===== src/lsmf_pkg.sv =====
// Shared types, constants and sector codes for the lidar sector mean filter.
package lsmf_pkg;

    // Scan limits and derived widths
    localparam int MAX_SAMPLES = 4096;
    localparam int IDX_W       = $clog2(MAX_SAMPLES + 1);
    localparam int RANGE_W     = 16;
    localparam int MEAN_W      = 16;
    localparam int START_W     = 20;
    localparam int STEP_W      = 13;
    localparam int PROD_W      = IDX_W + STEP_W;
    localparam int ANGLE_W     = ((PROD_W > START_W) ? PROD_W : START_W) + 2;
    localparam int SUM_W       = $clog2(MAX_SAMPLES) + RANGE_W;
    localparam int CNT_W       = IDX_W;
    localparam int CFG_W       = 20;
    localparam int CFG_IDX_W   = 2;

    // Step counter width of the mean divider
    localparam int DIV_CNT_W   = $clog2(MEAN_W);

    // Sector boundaries, Q16 radians
    localparam int ANG_PI6  = 34315;
    localparam int ANG_2PI6 = 68629;
    localparam int ANG_4PI6 = 137258;
    localparam int ANG_5PI6 = 171573;

    // Sector codes, also the bit positions of the empty mask
    localparam int SECTORS = 4;
    localparam int SEC_W   = 2;
    localparam logic [SEC_W-1:0] SEC_FRONT = 2'd0;
    localparam logic [SEC_W-1:0] SEC_BACK  = 2'd1;
    localparam logic [SEC_W-1:0] SEC_LEFT  = 2'd2;
    localparam logic [SEC_W-1:0] SEC_RIGHT = 2'd3;

    // Configuration register indexes
    localparam logic [CFG_IDX_W-1:0] REG_START_ANGLE = 2'd0;
    localparam logic [CFG_IDX_W-1:0] REG_ANGLE_STEP  = 2'd1;
    localparam logic [CFG_IDX_W-1:0] REG_RANGE_CEIL  = 2'd2;
    localparam logic [CFG_IDX_W-1:0] REG_MIN_RANGE   = 2'd3;

    // Reset values of the configuration registers
    localparam logic [START_W-1:0] START_ANGLE_RST = START_W'(-205887);
    localparam logic [STEP_W-1:0]  ANGLE_STEP_RST  = STEP_W'(1608);
    localparam logic [RANGE_W-1:0] RANGE_CEIL_RST  = RANGE_W'(12000);
    localparam logic [RANGE_W-1:0] MIN_RANGE_RST   = RANGE_W'(150);

    typedef struct packed {
        logic [RANGE_W-1:0] range_mm;
        logic               is_infinite;
        logic               last;
    } sample_t;

    typedef struct packed {
        logic [MEAN_W-1:0]  mean_front;
        logic [MEAN_W-1:0]  mean_back;
        logic [MEAN_W-1:0]  mean_left;
        logic [MEAN_W-1:0]  mean_right;
        logic [SECTORS-1:0] empty_mask;
    } result_t;

    // Classified sample leaving the front end
    typedef struct packed {
        logic               valid;
        logic               acc;
        logic               last;
        logic [SEC_W-1:0]   sector;
        logic [RANGE_W-1:0] range_mm;
    } req_t;

    // One sector memory entry
    typedef struct packed {
        logic [SUM_W-1:0] sum;
        logic [CNT_W-1:0] count;
    } entry_t;

endpackage


===== src/lsmf_front.sv =====
// Front end: configuration registers, sample index, angle and sector classification.
module lsmf_front (
    input  logic                              clk,
    input  logic                              rst_n,
    input  logic                              cfg_write,
    input  logic [lsmf_pkg::CFG_IDX_W-1:0]    cfg_index,
    input  logic [lsmf_pkg::CFG_W-1:0]        cfg_data,
    input  logic                              accept,
    input  lsmf_pkg::sample_t                 sample,
    output lsmf_pkg::req_t                    req
);

    logic [lsmf_pkg::START_W-1:0] start_reg;
    logic [lsmf_pkg::STEP_W-1:0]  step_reg;
    logic [lsmf_pkg::RANGE_W-1:0] ceil_reg;
    logic [lsmf_pkg::RANGE_W-1:0] min_reg;

    logic [lsmf_pkg::IDX_W-1:0]   idx_reg, idx_next;
    logic                         s1_valid_reg;
    logic                         s1_acc_reg, s1_acc_next;
    logic                         s1_last_reg;
    logic [lsmf_pkg::RANGE_W-1:0] s1_range_reg, s1_range_next;
    logic [lsmf_pkg::PROD_W-1:0]  s1_prod_reg, s1_prod_next;

    logic                         in_window;
    logic signed [lsmf_pkg::ANGLE_W-1:0] angle;
    logic                         hit;
    logic [lsmf_pkg::SEC_W-1:0]   sector;

    // Hold configuration registers
    always_ff @(posedge clk or negedge rst_n)
    begin
        if (!rst_n)
        begin
            start_reg <= lsmf_pkg::START_ANGLE_RST;
            step_reg  <= lsmf_pkg::ANGLE_STEP_RST;
            ceil_reg  <= lsmf_pkg::RANGE_CEIL_RST;
            min_reg   <= lsmf_pkg::MIN_RANGE_RST;
        end
        else if (cfg_write)
        begin
            case (cfg_index)
                lsmf_pkg::REG_START_ANGLE: start_reg <= cfg_data[lsmf_pkg::START_W-1:0];
                lsmf_pkg::REG_ANGLE_STEP:  step_reg  <= cfg_data[lsmf_pkg::STEP_W-1:0];
                lsmf_pkg::REG_RANGE_CEIL:  ceil_reg  <= cfg_data[lsmf_pkg::RANGE_W-1:0];
                lsmf_pkg::REG_MIN_RANGE:   min_reg   <= cfg_data[lsmf_pkg::RANGE_W-1:0];
                default: ;
            endcase
        end
    end

    // Select range, test it and form the angle offset of the accepted word
    always_comb
    begin
        in_window     = (idx_reg < lsmf_pkg::IDX_W'(lsmf_pkg::MAX_SAMPLES));
        s1_range_next = sample.is_infinite ? ceil_reg : sample.range_mm;
        s1_acc_next   = in_window && (s1_range_next >= min_reg);
        s1_prod_next  = lsmf_pkg::PROD_W'(idx_reg) * lsmf_pkg::PROD_W'(step_reg);
        idx_next      = idx_reg;
        if (accept)
        begin
            if (sample.last)
                idx_next = '0;
            else if (in_window)
                idx_next = idx_reg + lsmf_pkg::IDX_W'(1);
        end
    end

    // Advance index and first stage
    always_ff @(posedge clk or negedge rst_n)
    begin
        if (!rst_n)
        begin
            idx_reg      <= '0;
            s1_valid_reg <= 1'b0;
        end
        else
        begin
            idx_reg      <= idx_next;
            s1_valid_reg <= accept;
        end
    end

    always_ff @(posedge clk)
    begin
        if (accept)
        begin
            s1_acc_reg   <= s1_acc_next;
            s1_last_reg  <= sample.last;
            s1_range_reg <= s1_range_next;
            s1_prod_reg  <= s1_prod_next;
        end
    end

    // Form the angle and sort it into a sector
    always_comb
    begin
        angle = $signed({{(lsmf_pkg::ANGLE_W - lsmf_pkg::START_W){start_reg[lsmf_pkg::START_W-1]}},
                         start_reg})
              + $signed({{(lsmf_pkg::ANGLE_W - lsmf_pkg::PROD_W){1'b0}}, s1_prod_reg});
        hit    = 1'b1;
        sector = lsmf_pkg::SEC_FRONT;
        if (angle >= $signed(-lsmf_pkg::ANGLE_W'(lsmf_pkg::ANG_PI6)) &&
            angle <= $signed(lsmf_pkg::ANGLE_W'(lsmf_pkg::ANG_PI6)))
            sector = lsmf_pkg::SEC_BACK;
        else if (angle >= $signed(-lsmf_pkg::ANGLE_W'(lsmf_pkg::ANG_4PI6)) &&
                 angle <= $signed(-lsmf_pkg::ANGLE_W'(lsmf_pkg::ANG_2PI6)))
            sector = lsmf_pkg::SEC_LEFT;
        else if (angle >= $signed(lsmf_pkg::ANGLE_W'(lsmf_pkg::ANG_2PI6)) &&
                 angle <= $signed(lsmf_pkg::ANGLE_W'(lsmf_pkg::ANG_4PI6)))
            sector = lsmf_pkg::SEC_RIGHT;
        else if (angle <= $signed(-lsmf_pkg::ANGLE_W'(lsmf_pkg::ANG_5PI6)) ||
                 angle >= $signed(lsmf_pkg::ANGLE_W'(lsmf_pkg::ANG_5PI6)))
            sector = lsmf_pkg::SEC_FRONT;
        else
            hit = 1'b0;

        req.valid    = s1_valid_reg;
        req.acc      = s1_valid_reg && s1_acc_reg && hit;
        req.last     = s1_last_reg;
        req.sector   = sector;
        req.range_mm = s1_range_reg;
    end

endmodule


===== src/lsmf_divider.sv =====
// Restoring divider: one quotient bit per cycle, for one sector mean.
module lsmf_divider (
    input  logic                           clk,
    input  logic                           rst_n,
    input  logic                           start,
    input  logic [lsmf_pkg::SUM_W-1:0]     dividend,
    input  logic [lsmf_pkg::CNT_W-1:0]     divisor,
    output logic                           done,
    output logic [lsmf_pkg::MEAN_W-1:0]    quotient
);

    logic                            busy_reg, busy_next;
    logic                            done_reg, done_next;
    logic [lsmf_pkg::DIV_CNT_W-1:0]  cnt_reg, cnt_next;
    logic [lsmf_pkg::CNT_W-1:0]      rem_reg, rem_next;
    logic [lsmf_pkg::MEAN_W-1:0]     low_reg, low_next;
    logic [lsmf_pkg::CNT_W-1:0]      div_reg, div_next;
    logic [lsmf_pkg::CNT_W:0]        cand;
    logic [lsmf_pkg::CNT_W:0]        diff;
    logic                            ge;

    // Shift in one dividend bit and try the subtraction
    always_comb
    begin
        cand      = {rem_reg, low_reg[lsmf_pkg::MEAN_W-1]};
        diff      = cand - {1'b0, div_reg};
        ge        = (cand >= {1'b0, div_reg});
        busy_next = busy_reg;
        done_next = 1'b0;
        cnt_next  = cnt_reg;
        rem_next  = rem_reg;
        low_next  = low_reg;
        div_next  = div_reg;
        if (start)
        begin
            // Quotient fits the mean width, so the upper dividend bits seed the remainder
            busy_next = 1'b1;
            cnt_next  = '0;
            rem_next  = lsmf_pkg::CNT_W'(dividend[lsmf_pkg::SUM_W-1:lsmf_pkg::MEAN_W]);
            low_next  = dividend[lsmf_pkg::MEAN_W-1:0];
            div_next  = divisor;
        end
        else if (busy_reg)
        begin
            rem_next = ge ? diff[lsmf_pkg::CNT_W-1:0] : cand[lsmf_pkg::CNT_W-1:0];
            low_next = {low_reg[lsmf_pkg::MEAN_W-2:0], ge};
            cnt_next = cnt_reg + lsmf_pkg::DIV_CNT_W'(1);
            if (cnt_reg == lsmf_pkg::DIV_CNT_W'(lsmf_pkg::MEAN_W - 1))
            begin
                busy_next = 1'b0;
                done_next = 1'b1;
            end
        end
    end

    always_ff @(posedge clk or negedge rst_n)
    begin
        if (!rst_n)
        begin
            busy_reg <= 1'b0;
            done_reg <= 1'b0;
            cnt_reg  <= '0;
        end
        else
        begin
            busy_reg <= busy_next;
            done_reg <= done_next;
            cnt_reg  <= cnt_next;
        end
    end

    always_ff @(posedge clk)
    begin
        rem_reg <= rem_next;
        low_reg <= low_next;
        div_reg <= div_next;
    end

    assign done     = done_reg;
    assign quotient = low_reg;

endmodule


===== src/lidar_sector_mean_filter_core.sv =====
// Top level: sector memory with read-modify-write, end-of-scan sequencer and result register.
//
// Sample channel: sample_valid / sample_stall / sample carry one range word per
// cycle. A word is taken on a rising edge with sample_valid high and sample_stall
// low. Result channel: result_valid / result_stall / result; one result word is
// given for each word marked last, with the four sector means and the empty mask.
// Configuration: cfg_write with cfg_index and cfg_data writes one register per
// edge; write only while no scan word is in flight.
// Throughput: one word per cycle during a scan. Sector sums and counts live in a
// four-entry memory read in the cycle before the write, with forwarding between
// back-to-back words of the same sector.
// Scan end: after a last word the input is stalled through the pipeline drain,
// then per sector one memory read, one load and the 16-step shared divider with
// its done cycle, then the load of the result register, which waits while a
// held result is stalled. The result word is valid from the edge ending that
// load, and the input reopens at the same edge.
// Reset clears the sample index, the sector valid bits (all sums and counts read
// as zero) and restores the register defaults. A stalled result holds; the next
// scan accumulates meanwhile, and its end waits until the register is free.
module lidar_sector_mean_filter_core (
    input  logic                              clk,
    input  logic                              rst_n,
    input  logic                              cfg_write,
    input  logic [lsmf_pkg::CFG_IDX_W-1:0]    cfg_index,
    input  logic [lsmf_pkg::CFG_W-1:0]        cfg_data,
    input  logic                              sample_valid,
    output logic                              sample_stall,
    input  lsmf_pkg::sample_t                 sample,
    output logic                              result_valid,
    input  logic                              result_stall,
    output lsmf_pkg::result_t                 result
);

    typedef enum logic [4:0] {
        ST_ACC  = 5'b00001,
        ST_READ = 5'b00010,
        ST_LOAD = 5'b00100,
        ST_DIV  = 5'b01000,
        ST_OUT  = 5'b10000
    } state_t;

    state_t                          state_reg, state_next;
    logic                            drain_reg, drain_next;
    logic [lsmf_pkg::SEC_W-1:0]      sec_reg, sec_next;
    logic                            accept;
    lsmf_pkg::req_t                  req;

    // Sector memory and its access path
    lsmf_pkg::entry_t                mem [lsmf_pkg::SECTORS];
    lsmf_pkg::entry_t                rd_data_reg;
    lsmf_pkg::entry_t                fwd_data_reg;
    logic                            fwd_hit_reg;
    logic                            rd_live_reg;
    logic [lsmf_pkg::SECTORS-1:0]    valid_reg, valid_next;
    logic [lsmf_pkg::SEC_W-1:0]      rd_addr;
    lsmf_pkg::entry_t                base;
    lsmf_pkg::entry_t                wr_entry;
    logic                            ram_we;

    // Second stage
    logic                            s2_valid_reg;
    logic                            s2_acc_reg;
    logic                            s2_last_reg;
    logic [lsmf_pkg::SEC_W-1:0]      s2_sector_reg;
    logic [lsmf_pkg::RANGE_W-1:0]    s2_range_reg;

    // Scan end
    logic                            div_start;
    logic                            div_done;
    logic [lsmf_pkg::MEAN_W-1:0]     div_quot;
    logic [lsmf_pkg::MEAN_W-1:0]     mean_reg [lsmf_pkg::SECTORS];
    logic [lsmf_pkg::SECTORS-1:0]    mask_reg;
    logic                            out_load;
    logic                            result_valid_reg, result_valid_next;
    lsmf_pkg::result_t               result_reg;

    assign sample_stall = (state_reg != ST_ACC) || drain_reg;
    assign accept       = sample_valid && !sample_stall;

    lsmf_front u_front (
        .clk       (clk),
        .rst_n     (rst_n),
        .cfg_write (cfg_write),
        .cfg_index (cfg_index),
        .cfg_data  (cfg_data),
        .accept    (accept),
        .sample    (sample),
        .req       (req)
    );

    // Read address: classified word while scanning, sector counter at scan end
    assign rd_addr = (state_reg == ST_READ) ? sec_reg : req.sector;

    // Pick the old entry: forwarded write, stored entry, or zero when never written
    always_comb
    begin
        if (fwd_hit_reg)
            base = fwd_data_reg;
        else if (rd_live_reg)
            base = rd_data_reg;
        else
            base = '0;
        wr_entry.sum   = base.sum + lsmf_pkg::SUM_W'(s2_range_reg);
        wr_entry.count = base.count + lsmf_pkg::CNT_W'(1);
        ram_we         = s2_valid_reg && s2_acc_reg;
    end

    // Write back and read the next entry
    always_ff @(posedge clk)
    begin
        if (ram_we)
            mem[s2_sector_reg] <= wr_entry;
        rd_data_reg  <= mem[rd_addr];
        fwd_hit_reg  <= ram_we && (s2_sector_reg == rd_addr);
        fwd_data_reg <= wr_entry;
        rd_live_reg  <= valid_reg[rd_addr];
    end

    // Advance second stage
    always_ff @(posedge clk or negedge rst_n)
    begin
        if (!rst_n)
            s2_valid_reg <= 1'b0;
        else
            s2_valid_reg <= req.valid;
    end

    always_ff @(posedge clk)
    begin
        s2_acc_reg    <= req.acc;
        s2_last_reg   <= req.last;
        s2_sector_reg <= req.sector;
        s2_range_reg  <= req.range_mm;
    end

    lsmf_divider u_div (
        .clk      (clk),
        .rst_n    (rst_n),
        .start    (div_start),
        .dividend (base.sum),
        .divisor  (base.count),
        .done     (div_done),
        .quotient (div_quot)
    );

    // Sequence the scan end
    always_comb
    begin
        state_next        = state_reg;
        drain_next        = drain_reg;
        sec_next          = sec_reg;
        valid_next        = valid_reg;
        div_start         = 1'b0;
        out_load          = 1'b0;
        result_valid_next = result_valid_reg && result_stall;
        if (ram_we)
            valid_next[s2_sector_reg] = 1'b1;
        case (state_reg)
            ST_ACC:
            begin
                if (accept && sample.last)
                    drain_next = 1'b1;
                if (s2_valid_reg && s2_last_reg)
                begin
                    drain_next = 1'b0;
                    sec_next   = lsmf_pkg::SEC_FRONT;
                    state_next = ST_READ;
                end
            end
            ST_READ:
                state_next = ST_LOAD;
            ST_LOAD:
            begin
                div_start  = 1'b1;
                state_next = ST_DIV;
            end
            ST_DIV:
            begin
                if (div_done)
                begin
                    if (sec_reg == lsmf_pkg::SEC_RIGHT)
                        state_next = ST_OUT;
                    else
                    begin
                        sec_next   = sec_reg + lsmf_pkg::SEC_W'(1);
                        state_next = ST_READ;
                    end
                end
            end
            ST_OUT:
            begin
                if (!result_valid_reg || !result_stall)
                begin
                    out_load          = 1'b1;
                    result_valid_next = 1'b1;
                    valid_next        = '0;
                    state_next        = ST_ACC;
                end
            end
            default:
                state_next = ST_ACC;
        endcase
    end

    always_ff @(posedge clk or negedge rst_n)
    begin
        if (!rst_n)
        begin
            state_reg        <= ST_ACC;
            drain_reg        <= 1'b0;
            sec_reg          <= lsmf_pkg::SEC_FRONT;
            valid_reg        <= '0;
            result_valid_reg <= 1'b0;
        end
        else
        begin
            state_reg        <= state_next;
            drain_reg        <= drain_next;
            sec_reg          <= sec_next;
            valid_reg        <= valid_next;
            result_valid_reg <= result_valid_next;
        end
    end

    // Hold per-sector means and empty flags
    always_ff @(posedge clk)
    begin
        if (div_start)
            mask_reg[sec_reg] <= (base.count == '0);
        if (div_done)
            mean_reg[sec_reg] <= mask_reg[sec_reg] ? '0 : div_quot;
        if (out_load)
        begin
            result_reg.mean_front <= mean_reg[lsmf_pkg::SEC_FRONT];
            result_reg.mean_back  <= mean_reg[lsmf_pkg::SEC_BACK];
            result_reg.mean_left  <= mean_reg[lsmf_pkg::SEC_LEFT];
            result_reg.mean_right <= mean_reg[lsmf_pkg::SEC_RIGHT];
            result_reg.empty_mask <= mask_reg;
        end
    end

    assign result_valid = result_valid_reg;
    assign result       = result_reg;

    // Memory is written only while accumulating
    assert property (@(posedge clk) disable iff (!rst_n)
        ram_we |-> (state_reg == ST_ACC))
        else $error("sector memory written outside accumulation");

    // A last word leaving the pipeline starts the sector readout
    assert property (@(posedge clk) disable iff (!rst_n)
        (s2_valid_reg && s2_last_reg)
            |=> (state_reg == ST_READ) && (sec_reg == lsmf_pkg::SEC_FRONT))
        else $error("scan end did not start readout");

    // Loading a result clears every sector for the next scan
    assert property (@(posedge clk) disable iff (!rst_n)
        out_load |=> (valid_reg == '0) && result_valid_reg)
        else $error("sector state not cleared after result load");

    // Divider finishes only while the sequencer waits for it
    assert property (@(posedge clk) disable iff (!rst_n)
        div_done |-> (state_reg == ST_DIV))
        else $error("divider finished outside its wait state");

    // No word follows a last word into the pipeline
    assert property (@(posedge clk) disable iff (!rst_n)
        (s2_valid_reg && s2_last_reg) |-> !req.valid)
        else $error("word followed a last word into the pipeline");

endmodule

===== config.mk =====
export PLATFORM = sky130hd
export DESIGN_NAME = lidar_sector_mean_filter_core
export DESIGN_NICKNAME = d
export VERILOG_FILES = /design/src/lsmf_pkg.sv /design/src/lsmf_front.sv /design/src/lsmf_divider.sv /design/src/lidar_sector_mean_filter_core.sv
export SDC_FILE = /design/constraint.sdc
export NUM_CORES = 1
export LEC_CHECK = 0
export BUFFER_PORTS_ARGS = -buffer_cell sky130_fd_sc_hd__buf_2
export CELL_PAD_IN_SITES_DETAIL_PLACEMENT = 0
export CELL_PAD_IN_SITES_GLOBAL_PLACEMENT = 1
export CORE_MARGIN = 1.5
export CORE_UTILIZATION = 45
export DETAILED_ROUTE_END_ITERATION = 6
export GPL_TIMING_DRIVEN = 0
export PLACE_DENSITY = 0.7
export REMOVE_ABC_BUFFERS = 1
export SKIP_LAST_GASP = 1
export SLEW_MARGIN = 20
export SYNTH_ARGS = -nofsm -noshare
export SYNTH_HDL_FRONTEND = slang
export SYNTH_SLANG_ARGS = --single-unit
export TNS_END_PERCENT = 10

===== constraint.sdc =====
create_clock -name clk -period 13.8 [get_ports clk]
set_clock_uncertainty 0.05 [all_clocks]
set_input_delay 0 -clock clk [delete_from_list [all_inputs] [get_ports clk]]
set_output_delay 0 -clock clk [all_outputs]
set_load 0.01 [all_outputs]

== After elaboration in Yosys (flattened, before gate mapping) ==
Memories as Yosys holds them, arrays and structs flattened. A register that Yosys moved wholly into a read port is not among the register bits.
Cells that the tools add are included.

* Bits in registers: 256
* RAM bits: 228
* Memories: 2

{| class="wikitable"
|+ Memory list
! memory !! words !! bits a word !! read ports !! clocked after Yosys merged registers in !! write ports !! RTL line !! text
|-
| mem || 4 || 41 || 1 || 1 || 1 || lidar_sector_mean_filter_core.sv:49 || <nowiki>lsmf_pkg::entry_t mem [lsmf_pkg::SECTORS];</nowiki>
|-
| mean_reg || 4 || 16 || 4 || 4 || 1 || lidar_sector_mean_filter_core.sv:71 || <nowiki>logic [lsmf_pkg::MEAN_W-1:0] mean_reg [lsmf_pkg::SECTORS];</nowiki>
|}

* $add $sub $neg: 7
* Equality and inequality tests: 16
* Bitwise operators: 1
* Multipliers: 1
* Mux-type cells: 59
* Reduce and logical (&&, ||, !) cells: 34
* Order comparisons: 16

{| class="wikitable"
|+ Operator list
! cell !! count
|-
| $mux 41 || 2
|-
| $mux 16 || 4
|-
| $ge 28x19->1 const B || 2
|-
| $le 28x19->1 const B || 2
|-
| $mux 13 || 3
|-
| $add 20x27->28 || 1
|-
| $add 28x16->28 || 1
|-
| $ge 28x17->1 const B || 1
|-
| $ge 28x18->1 const B || 1
|-
| $le 28x17->1 const B || 1
|-
| $le 28x18->1 const B || 1
|-
| $add 13x1->13 const B || 2
|-
| $mul 13x13->26 || 1
|-
| $mux 1 || 25
|-
| $pmux 5 s5 || 1
|-
| $mux 12 || 2
|-
| $mux 4 || 5
|-
| $mux 5 || 4
|-
| $ge 16x16->1 || 1
|-
| $ge 14x13->1 || 1
|-
| $logic_and 1x1->1 || 14
|-
| $mux 2 || 7
|-
| $logic_not 13->1 || 1
|-
| $lt 13x13->1 const B || 1
|-
| other kinds (29) || 50
|}

== Depth between registers and ports, before layout ==
* Word-level depth: 9
* Mapped depth: 24

== Cells and area by module ==
From an unflattened synthesis, not the netlist that was laid out.

* Cells, all modules: 2325
* Area, all modules: 30131.4 um^2

{| class="wikitable"
|+ Modules (own cells, without submodules)
! module !! area an instance (um^2) !! cells each !! seq. area each (um^2) !! instances
|-
| lidar_sector_mean_filter_core || 14878.0 || 834 || 11442.2 || 1
|-
| lsmf_front || 12595.8 || 1272 || 3330.7 || 1
|-
| lsmf_divider || 2657.5 || 219 || 1401.3 || 1
|}

== Least setup slack after synthesis ==
No wires, ideal clock.

* Path kind: register to register
* From: register u_front.step_reg[6] (netlist bit)
* To: register u_front.s1_prod_reg[25] (netlist bit) (data pin)
* Period minus slack after synthesis: 6.253 ns
* Data arrival time: 5.943 ns
* Setup slack: 7.547 ns
* Stages on the path, launching flop included: 22
* Buffers on the path: 1
* Cells stage by stage: dfstp_2 -> clkbuf_1 -> nand2_1 -> fa_1 -> fa_1 -> fa_1 -> inv_1 -> fa_1 -> inv_1 -> fa_1 -> inv_1 -> ha_1 -> and2_1 -> o21ai_0 -> a21bo_2 -> o41ai_1 -> o21ai_0 -> a311oi_1 -> o21ai_0 -> a21o_1 -> a21oi_1 -> xnor2_1

* Word-level cells in the longest chain between the ends: 1

{| class="wikitable"
|+ Ends and longest elaborated chain
! element !! RTL line !! text
|-
| start: declaration || lsmf_front.sv:14 || <nowiki>logic [lsmf_pkg::STEP_W-1:0] step_reg;</nowiki>
|-
| start signal: assignment || lsmf_front.sv:36 || <nowiki>step_reg <= lsmf_pkg::ANGLE_STEP_RST;</nowiki>
|-
| start signal: assignment || lsmf_front.sv:44 || <nowiki>lsmf_pkg::REG_ANGLE_STEP: step_reg <= cfg_data[lsmf_pkg::STEP_W-1:0];</nowiki>
|-
| $mul 13x13->26 || lsmf_front.sv:58 || <nowiki>s1_prod_next = lsmf_pkg::PROD_W'(idx_reg) * lsmf_pkg::PROD_W'(step_reg);</nowiki>
|-
| net u_front.s1_prod_next, one bit || lsmf_front.sv:23 || <nowiki>logic [lsmf_pkg::PROD_W-1:0] s1_prod_reg, s1_prod_next;</nowiki>
|-
| end signal: assignment || lsmf_front.sv:91 || <nowiki>s1_prod_reg <= s1_prod_next;</nowiki>
|-
| end: declaration || lsmf_front.sv:23 ||
|}

The timed path passes the listed nets, and every way through them passes these cells.
A chain may end at the register's enable or synchronous reset.

== Worst setup path after layout ==
* From: register u_front.idx_reg[8] (netlist bit)
* To: register u_front.s1_prod_reg[25] (netlist bit) (data pin)

* Word-level cells in the longest chain between the ends: 1

{| class="wikitable"
|+ Ends and longest elaborated chain
! element !! RTL line !! text
|-
| start: declaration || lsmf_front.sv:18 || <nowiki>logic [lsmf_pkg::IDX_W-1:0] idx_reg, idx_next;</nowiki>
|-
| start signal: assignment || lsmf_front.sv:79 || <nowiki>idx_reg <= idx_next;</nowiki>
|-
| $mul 13x13->26 || lsmf_front.sv:58 ||
|-
| net u_front.s1_prod_next, one bit || lsmf_front.sv:23 ||
|}

The timed path passes the listed nets, and every way through them passes these cells.

==> flow_summary.toml <==
[run_status]
status = "finished clean"

[drt]
firstDrtPassIters = 5
via_count = 20168
routedWlPerCell_um = 19.7
drc = 0
antenna_left = 0
drt_iter0_drc = 1285
viasPerCell = 5.49
routed_wl_um = 72500

[setup_path]
startpoint = "u_front.idx_reg[8]$_DFFE_PN0P_"
crit_type = "reg -> reg"
crit_arrival_ps = 7440
crit_slowest_cell = "dfrtp_1"
slowest_delay_ps = 760
r2r_cells = 20
endpoint_kind = "register"
path_cells = "nand2_1, fa_1, inv_1, fa_1, fa_1, fa_1, inv_1, fa_1, inv_1, ha_1, and2_1, o21ai_0, a21bo_2, o41ai_1, o21ai_0, a311oi_1, o21ai_0, a21o_1, a21oi_1, xnor2_1"
cp.required_ps = 14110
cp_common_cell = "fa_1"
crit_fanout = 16
r2r-start = "u_front.idx_reg[8]$_DFFE_PN0P_"
critPathLaunchType = "register"

[global_route]
first_global_vias = 21233
grt_max_degree = 79
antenna_found_initial = 0
grt-ovfl-total = 0
gr-usage-all-layers_pct = 21.1
grt_pass1_wl_um = 116000

[sta]
relSlewSlack_pct = 26.5
clock.fmax_mhz = 140
hold_violations = 0
period_minus_slack_ps = 7120
rsz0062_at_grt = "no"
drv_slew = 0
worst_slew_pin_slew_ps = 1100
tns_ps = 0
finalSetupViolCount = 0
fin_crit_sh_pct = 51.6

[job]
maxCapViolations = 0

[logic_synthesis]
post-synth-top-area-fraction_pct = 37.6
ys_types = 80
synth_area_um2 = 30800
synth_common_cells = "edfxtp_1, inv_1, nand2_1"
synthArstFlopShare_pct = 16.8
yosys_warnings = 0
synth_edf_count = 385
yosysSeqAreaShare_pct = 52.6
ys_ff_latch = 589
synth.most_common_cell = "edfxtp_1"
syn_inst = 2576
synth_area_leaders = "edfxtp_1, fa_1, dfxtp_1, ha_1, dfrtp_1"
synthFlopType = "edfxtp_1"
syn_area_per_cell_um2 = 11.9
synth_largest_area_cell = "edfxtp_1"

[placed_design]
hpwlAfterDp_um = 52900
port_buffers = 114
gp_congestion = 0.825

[power]
p_sw_share_pct = 33.4
max-vdd-ir-drop_uv = 119
power_uw = 6220
clkPwrFrac_pct = 27.8
p_per_area_nw_per_um2 = 175
p_comb_share_pct = 32.5
p_leak_uw = 0.0145
pwr-share-seq_pct = 39.7
intPower_uw = 4140
p_switching_uw = 2070

[finish]
drive_gt1_share_pct = 14.5
largest_reg_flops = 164
nFillCells = 5764
final_util_pct = 52.8
finalNetCount = 3070
diodes = 0
multi_input_area_um2 = 13300
areaGrowthSynthToFinish_pct = 15.7
register_area_um2 = 16200

[cts]
clk_pin_slew_ps = 60
cts_tree = "done"
clock_latency_ps = 650
cts.sinks = 589
cts_setup_buffers = 0
root_buffer = "clkbuf_16"
h-tree-depth = 2
cts_max_path_buffers = 3
numCtsBuffers = 60

[floorplanning]
rows = 95
core_um2 = 67400
dieArea_um2 = 69900
die_height_um = 264
initial_core_util_pct = 45.6
die_w_um = 264
ios = 115

[hold_path]
whs_path_depth = 4
hold_start = "cfg_data[19]"
worstHoldPathType = "in -> reg"
==> final cells by class <==
class	count	share of cell area (%)
multi-input cells	1638	37.4
repair buffers	222	5.49
flip-flops and latches	589	45.5
clock inverters	37	1.39
inverters	239	2.53
well taps	873	3.07
clock buffers	77	4.65
==> power by group through the flow <==
| stage | Sequential, uW | Combinational, uW | Clock [uW] |
|---|---|---|---|
| CTS | 2470 | 2030 | 1770 |
| global placement | 2500 | 1900 | 0 |
| global route | 2500 | 2280 | 1830 |
| detailed placement | 2500 | 2000 | 0 |
| floorplan | 2430 | 1480 | 0 |
| finish | 2470 | 2020 | 1730 |
==> cells in the final DEF (no fill, tap or decap), types with 21 or more instances in the layout <==
cell type / count
a22oi_1: 29
dfxtp_1: 104
ha_1: 151
dlygate4sd3_1: 60
mux2_2: 78
xnor2_1: 58
nand2_1: 210
a211oi_1: 28
nor3_1: 35
a221o_1: 35
dfrtp_1: 72
clkbuf_16: 60
dfstp_2: 27
nand3_1: 109
a21oi_1: 78
nor2b_1: 34
and2_1: 94
a21o_1: 29
edfxtp_1: 385
buf_2: 115
mux2i_1: 53
fa_1: 124
inv_1: 236
a22o_1: 21
xor2_1: 26
a2bb2oi_1: 35
nor2_1: 100
o21ai_0: 93
==> path summary, 6_finish.rpt <==
kind / end / slack, ps
max: u_front.s1_prod_reg[25]$_DFFE_PP_ / 6680
min: u_front.start_reg[19]$_DFFE_PN1P_ / 80
max reg2reg: u_front.s1_prod_reg[25]$_DFFE_PP_ / 6680
min reg2reg: s2_range_reg[0]$_DFF_P_ / 290
max in group asynchronous: u_front.start_reg[14]$_DFFE_PN1P_ / 12750
min in group asynchronous: u_front.start_reg[0]$_DFFE_PN1P_ / 460
==> critical path: cells and delay by family, from the launching register on <==
kind	cells	cell delay (ps)
AOI/OAI and AO/OA	8	2500
and+or+nand+nor	2	350
buffers and inverters	3	140
DFF	1	760
adders and majority gates	6	2940
xor gates and xnor gates	1	110
==> per-stage QoR <==
stage | hold WS, ps | area, um2 | setup WS, ps | instances
after floorplan | -346 | 30300 | 5390 | 2466
after global placement | 165 | 31900 | 969 | 3453
after detailed placement | -98.3 | 32800 | 6620 | 3500
after CTS | 41.0 | 35600 | 6590 | 3675
after global routing | 69.1 | 35600 | 6080 | 3675
final | 76.5 | 35600 | 6680 | 3675
==> per-layer routing <==
metal | GRT usage, % | part of all wire (%) | up-vias
li1 | - | - | 9529
met3 | 2.48 | 3.6 | 105
met2 | 39.4 | 53 | 396
met4 | 5.72 | 2.2 | 0
met5 | 0 | 0 | -
met1 | 25.5 | 41 | 10138
==> repair_timing <==
action,in CTS,in global routing
resized for setup,0,0
hold buffers,61,0
hold endpoints to repair,214,0
==> kinds of logic (layout without fill, tap and decap cells) <==
group	count (synthesis)	count (layout)	share of synthesized area [%]
AND/OR/NAND/NOR	688	688	11.0
flip-flops	589	589	52.6
AO/OA/AOI/OAI	458	458	10.6
buffers and inverters	349	575	4.48
adder cells (fa/ha/maj)	275	275	14.2
multiplexers	133	133	4.70
XOR/XNOR	84	84	2.39
No activity file was read; power rests on OpenSTA's default activity.
